**src/hw/rtl/dwg_pkg.sv**
```systemverilog
// Shared types, constants and scaling functions for the diagonal weighted glow filter.
// No dependencies; every file of the block but dwg_ram imports this package.
package dwg_pkg;

	// Defaults and fixed field widths
	localparam int DEF_MAX_SIDE = 1024;
	localparam int SIZE_W       = 11;
	localparam int CHAN_W       = 16;
	localparam int POS_W        = 10;
	localparam int PIX_W        = 3 * CHAN_W;
	localparam logic [SIZE_W-1:0] SIZE_RESET = 11'd1024;

	// floor(4p/25) = (p * Q4_MUL) >> Q4_SH for every 16-bit p
	localparam logic [20:0] Q4_MUL = 21'd1342180;
	localparam int          Q4_SH  = 23;
	localparam int          Q4_W   = 14;
	// floor(3p/10) = (p * Q3_MUL) >> Q3_SH for every 16-bit p
	localparam logic [20:0] Q3_MUL = 21'd1258293;
	localparam int          Q3_SH  = 22;
	localparam int          Q3_W   = 15;
	localparam int          PROD_W = 37;

	// Channel order inside a pixel word: index 2 red, 1 green, 0 blue
	typedef logic [2:0][CHAN_W-1:0] pix_t;

	typedef struct packed {
		logic [CHAN_W-1:0] in_red;
		logic [CHAN_W-1:0] in_green;
		logic [CHAN_W-1:0] in_blue;
	} pix_in_t;

	typedef struct packed {
		logic [CHAN_W-1:0] out_red;
		logic [CHAN_W-1:0] out_green;
		logic [CHAN_W-1:0] out_blue;
		logic [POS_W-1:0]  out_row;
		logic [POS_W-1:0]  out_col;
		logic              run_last;
		logic              frame_last;
	} res_out_t;

	// Per-request position flags worked out at acceptance
	typedef struct packed {
		pix_t             cur;
		logic             first;
		logic             second;
		logic             top_ok;
		logic             bot_ok;
		logic             left_ok;
		logic             col_ok;
		logic             frame_last;
		logic [POS_W-1:0] row;
		logic [POS_W-1:0] col_a;
		logic [POS_W-1:0] col_b;
	} loc_t;

	// One pending result: center, four diagonals (already masked) and tags
	typedef struct packed {
		pix_t             ctr;
		pix_t [3:0]       dia;
		logic [POS_W-1:0] row;
		logic [POS_W-1:0] col;
		logic             run_last;
		logic             frame_last;
	} res_t;

	function automatic logic [Q4_W-1:0] scale4(input logic [CHAN_W-1:0] p);
		logic [PROD_W-1:0] m;
		m = PROD_W'(p) * PROD_W'(Q4_MUL);
		return m[Q4_SH +: Q4_W];
	endfunction

	function automatic logic [Q3_W-1:0] scale3(input logic [CHAN_W-1:0] p);
		logic [PROD_W-1:0] m;
		m = PROD_W'(p) * PROD_W'(Q3_MUL);
		return m[Q3_SH +: Q3_W];
	endfunction

endpackage

```
**src/hw/rtl/dwg_kernel.sv**
```systemverilog
// Weighted sum of one window result: constant scaling, then channel sums.
// Depends on dwg_pkg.
module dwg_kernel (
	input  logic              clk,
	input  logic              arst_n,
	input  logic              req_valid,
	input  dwg_pkg::res_t     req,
	output logic              req_ready,
	output logic              out_valid,
	output dwg_pkg::res_out_t out,
	input  logic              out_stall
);
	import dwg_pkg::*;

	typedef struct packed {
		logic [2:0][Q3_W-1:0]      q3;
		logic [3:0][2:0][Q4_W-1:0] q4;
		logic [POS_W-1:0]          row;
		logic [POS_W-1:0]          col;
		logic                      run_last;
		logic                      frame_last;
	} prod_t;

	logic                   valid_s3;
	prod_t                  prod_s3;
	prod_t                  prod;
	logic                   out_valid_q;
	res_out_t               out_q;
	res_out_t               sum;
	logic                   out_rdy;
	logic                   s3_rdy;
	logic [2:0][CHAN_W:0]   acc;

	assign out_rdy   = !out_valid_q || !out_stall;
	assign s3_rdy    = !valid_s3 || out_rdy;
	assign req_ready = s3_rdy;
	assign out_valid = out_valid_q;
	assign out       = out_q;

	// Scale center and diagonals by their constant weights
	always_comb begin
		for (int c = 0; c < 3; c++) begin
			prod.q3[c] = scale3(req.ctr[c]);
			for (int n = 0; n < 4; n++) begin
				prod.q4[n][c] = scale4(req.dia[n][c]);
			end
		end
		prod.row        = req.row;
		prod.col        = req.col;
		prod.run_last   = req.run_last;
		prod.frame_last = req.frame_last;
	end

	// Add the five terms of each channel; the total stays within 16 bits
	always_comb begin
		for (int c = 0; c < 3; c++) begin
			acc[c] = (CHAN_W + 1)'(prod_s3.q3[c]) + (CHAN_W + 1)'(prod_s3.q4[0][c])
				+ (CHAN_W + 1)'(prod_s3.q4[1][c]) + (CHAN_W + 1)'(prod_s3.q4[2][c])
				+ (CHAN_W + 1)'(prod_s3.q4[3][c]);
		end
		sum.out_red    = acc[2][CHAN_W-1:0];
		sum.out_green  = acc[1][CHAN_W-1:0];
		sum.out_blue   = acc[0][CHAN_W-1:0];
		sum.out_row    = prod_s3.row;
		sum.out_col    = prod_s3.col;
		sum.run_last   = prod_s3.run_last;
		sum.frame_last = prod_s3.frame_last;
	end

	// Stage and output valid flags
	always_ff @(posedge clk or negedge arst_n) begin
		if (!arst_n) begin
			valid_s3    <= 1'b0;
			out_valid_q <= 1'b0;
		end else begin
			if (s3_rdy) begin
				valid_s3 <= req_valid;
			end
			if (out_rdy) begin
				out_valid_q <= valid_s3;
			end
		end
	end

	// Payload
	always_ff @(posedge clk) begin
		if (s3_rdy && req_valid) begin
			prod_s3 <= prod;
		end
		if (out_rdy && valid_s3) begin
			out_q <= sum;
		end
	end

	// The frame's last pixel always closes its run
	a_frame_end: assert property (@(posedge clk) disable iff (!arst_n)
		out_valid_q && out_q.frame_last |-> out_q.run_last)
		else $error("frame end without run end");

endmodule

```
**config.mk**
```make
export PLATFORM = sky130hd
export DESIGN_NAME = dwg_kernel
export DESIGN_NICKNAME = d
export VERILOG_FILES = /design/src/hw/rtl/dwg_pkg.sv /design/src/hw/rtl/dwg_kernel.sv
export SDC_FILE = /design/constraint.sdc
export NUM_CORES = 2
export LEC_CHECK = 0
export BUFFER_PORTS_ARGS = -buffer_cell sky130_fd_sc_hd__buf_2
export CAP_MARGIN = 30
export CORE_AREA = 3 3 401 403
export DETAILED_ROUTE_END_ITERATION = 16
export DIE_AREA = 0 0 404 406
export GPL_TIMING_DRIVEN = 1
export HOLD_SLACK_MARGIN = 0.15
export MAX_ROUTING_LAYER = met4
export PLACE_DENSITY = 0.72
export SLEW_MARGIN = 20
export SYNTH_ARGS = -nofsm -noshare
export SYNTH_HDL_FRONTEND = slang
export SYNTH_SLANG_ARGS = --single-unit
```
**constraint.sdc**
```tcl
create_clock -name clk -period 17.4 [get_ports clk]
set_input_delay 2.61 -clock clk [delete_from_list [all_inputs] [get_ports clk]]
set_output_delay 2.61 -clock clk [all_outputs]
set_load 0.05 [all_outputs]
```
==> out/results.ini <==
[floorplan]
start_util_pct=54.76
die_h_um=406
die_width_um=404
num_rows=146
pin_count=338
core-area_um2=157800
fp.dieArea_um2=164000

[timing]
slew_headroom_pct=42.67
drv_slew=0
post-route-min-period_ns=8.393
finalHoldViolations=0
setup_viol=0
fin_skew_ns=0.02175
tns_ns=0
max_clock_freq_ghz=0.1191
rsz0062_at_grt=no
period_share_pct=48.24
tightest_slew_ns=0.8599

[layout]
nNetsFinal=12400
multi_input_area_um2=67710
fill_cells=13360
area_growth_syn_to_layout_pct=6.469
seqCellArea_um2=9209
final_layout_size_suffix_gt1_share_pct=5.481

[setup_path]
crit_path_max_fanout=8
critPathKind=in -> reg
end_kind=flip-flop
cp_data_arrival_time_ns=8.71
max_stage_delay_ns=0.58
critPathLaunchType=primary input
critical_path.cell_chain=buf_2, inv_1, fa_1, fa_1, fa_1, inv_1, fa_1, fa_1, inv_1, fa_1, inv_1, ha_1, nand4_1, a2111oi_0, a21oi_1, a311oi_1, a21oi_1, o21ai_0, nor4_1, nor3_1, xnor2_1
required_ns=17.71
crit_top_cell=fa_1
slowest_stage=a311oi_1

[yosys]
ys.flop_type=edfxtp_1
synth_top_cell_area_share_pct=36.90
synth.avg_cell_area_um2=10.77
synth_commonest_cells=2,538 x inv_1, 2,139 x ha_1, 1,593 x fa_1
synth.cell_area_um2=86430
synth-async-reset-ratio_pct=0.6515
synthDistinctLibCells=74
syn-num-nets=12020
ys_warn_count=0
synth-edff-count=305
synth-seq-cells=307
seq_area_frac_synth_pct=10.65
synth.largest_area_cell=fa_1
synth.area.top_cells=fa_1 37%, ha_1 31%, inv_1 11%
synth_most_common_cell=inv_1
synth_cells=8024

[grt]
antenna_found_initial=38
grt-ovfl-total=0
first_global_vias=59910
grt_max_degree=72
grt_first_pass_wirelength_mm=312.3
grt_usage_pct=24.87

[outcome]
status=finished, final reports clean

[clock_network]
cts_tree=done
clock_latency_ns=0.57
cts.sinks=307
postCtsHoldBufs=0
cts-root-buf=clkbuf_16
cts_buffers=35
path_clk_slew_ns=0.06
cts.repair.resized=0
h-tree-depth=2
post_cts_buffers=0
clockBufferDepth=3

[job]
max_cap_violations=0

[drt]
ant_nets=0
drt-total-wl_mm=190.0
drcViolationCount=0
via_per_inst=5.137
first_pass_iters=6
wl_per_cell_um=18.03
vias=54130
drt_iter0_drc=2300

[placement]
place.detailed.hpwl_mm=174.7
port_buffers=337
gp_congestion=0.9517

[min_path]
min_path_type=reg -> reg

[final timing paths]
kind / start / end / slack, ns / cells after the start
max in group asynchronous: arst_n / out_valid$_DFFE_PN0P_ / 15.46 / 1
hold reg to reg: prod_s3[17]$_DFFE_PP_ / out[17]$_DFFE_PP_ / 0.42 / 0
setup reg to reg: prod_s3[37]$_DFFE_PP_ / out[49]$_DFFE_PP_ / 12.21 / 18
min in group asynchronous: arst_n / valid_s3$_DFFE_PN0N_ / 1.84 / 1
setup / recovery: req[123] / prod_s3[119]$_DFFE_PP_ / 9.01 / 21
hold / removal: prod_s3[17]$_DFFE_PP_ / out[17]$_DFFE_PP_ / 0.42 / 0
[cell type report]
type	count	area share, %
Inverter	2538	10.35
Sequential cell	307	10.01
Timing Repair Buffer	343	1.901
Tap cell	2072	2.817
Antenna cell	36	0.09789
Multi-Input combinational cell	5179	73.58
Clock inverter	24	0.2814
Clock buffer	38	0.9640
[critical path, delay by kind of cell]
family	cells	cell delay, ns
buffers and inverters	5	0.50
XOR/XNOR	1	0.10
adder cells (fa/ha/maj)	7	3.28
AND/OR/NAND/NOR	3	0.47
AO/OA/AOI/OAI	5	1.74
[metrics by stage]
stage	area (µm²)	util (%)	worst slack, ns	cells	hold slack, ns
after floorplan	86430	-	8.345	8024	0.4003
after global placement	90760	57.50	8.609	10440	0.4003
after detailed placement	90760	57.50	8.439	10440	0.4052
after CTS	91900	58.23	9.015	10500	0.4198
after global routing	92010	58.30	8.568	10530	0.4232
final	92020	58.31	9.007	10540	0.4191
[sequential cells by signal (all words and copies together) (netlist names)]
name and cells:
prod_s3 235, out_valid 1, valid_s3 1, out 70
[cell families (layout without fill, tap and decap cells)]
kind of cell	after synthesis	after routing	share of synthesized area (%)
AOI/OAI and AO/OA	648	648	4.928
xor gates and xnor gates	217	217	2.199
adders and majority gates	3732	3732	67.86
buffers and inverters	2538	2943	11.02
DFF	307	307	10.65
muxes	2	2	0.02605
other	0	36	0
and+or+nand+nor	580	580	3.311
[cells in the final DEF (no fill, tap or decap), types with 6 or more instances in the layout]
cell type / Yosys / routed
nand2_1: 110 / 110
a21oi_1: 200 / 200
o21a_1: 43 / 43
xor2_1: 83 / 83
or3_1: 8 / 8
nand2b_1: 21 / 21
clkinv_2: 0 / 6
o21bai_1: 22 / 22
and4_1: 11 / 11
a31o_2: 9 / 9
ha_1: 2139 / 2139
and3_1: 23 / 23
nor3b_1: 6 / 6
o21ai_1: 6 / 6
a211oi_1: 17 / 17
fa_1: 1593 / 1593
nor4_1: 6 / 6
a21boi_0: 12 / 11
inv_1: 2538 / 2538
nor3_1: 49 / 49
a221oi_1: 9 / 9
buf_2: 0 / 337
or2_2: 30 / 30
xnor2_1: 134 / 134
o2111ai_1: 8 / 8
nand3_1: 52 / 52
edfxtp_1: 305 / 305
o31ai_1: 7 / 7
o21ai_0: 107 / 107
diode_2: 0 / 36
a2111oi_0: 7 / 7
and2_1: 13 / 12
a21o_1: 116 / 116
nor2b_1: 36 / 36
a31oi_1: 15 / 15
o211ai_1: 13 / 13
clkbuf_16: 0 / 35
nor2_1: 172 / 172
nand4_1: 31 / 31
[layer usage]
layer	GRT usage [%]	routed length (µm)	vias to the layer above	share of wire [%]
li1	-	-	25990	-
met1	33.83	86640	27170	46
met2	40.46	90690	807	48
met3	3.496	9447	162	5.0
met4	4.399	3233	0	1.7
met5	-	0	-	0
Power is left out: the tool's default activity adds up to more than one toggle a clock period on the data nets, which glitch-free logic cannot reach.
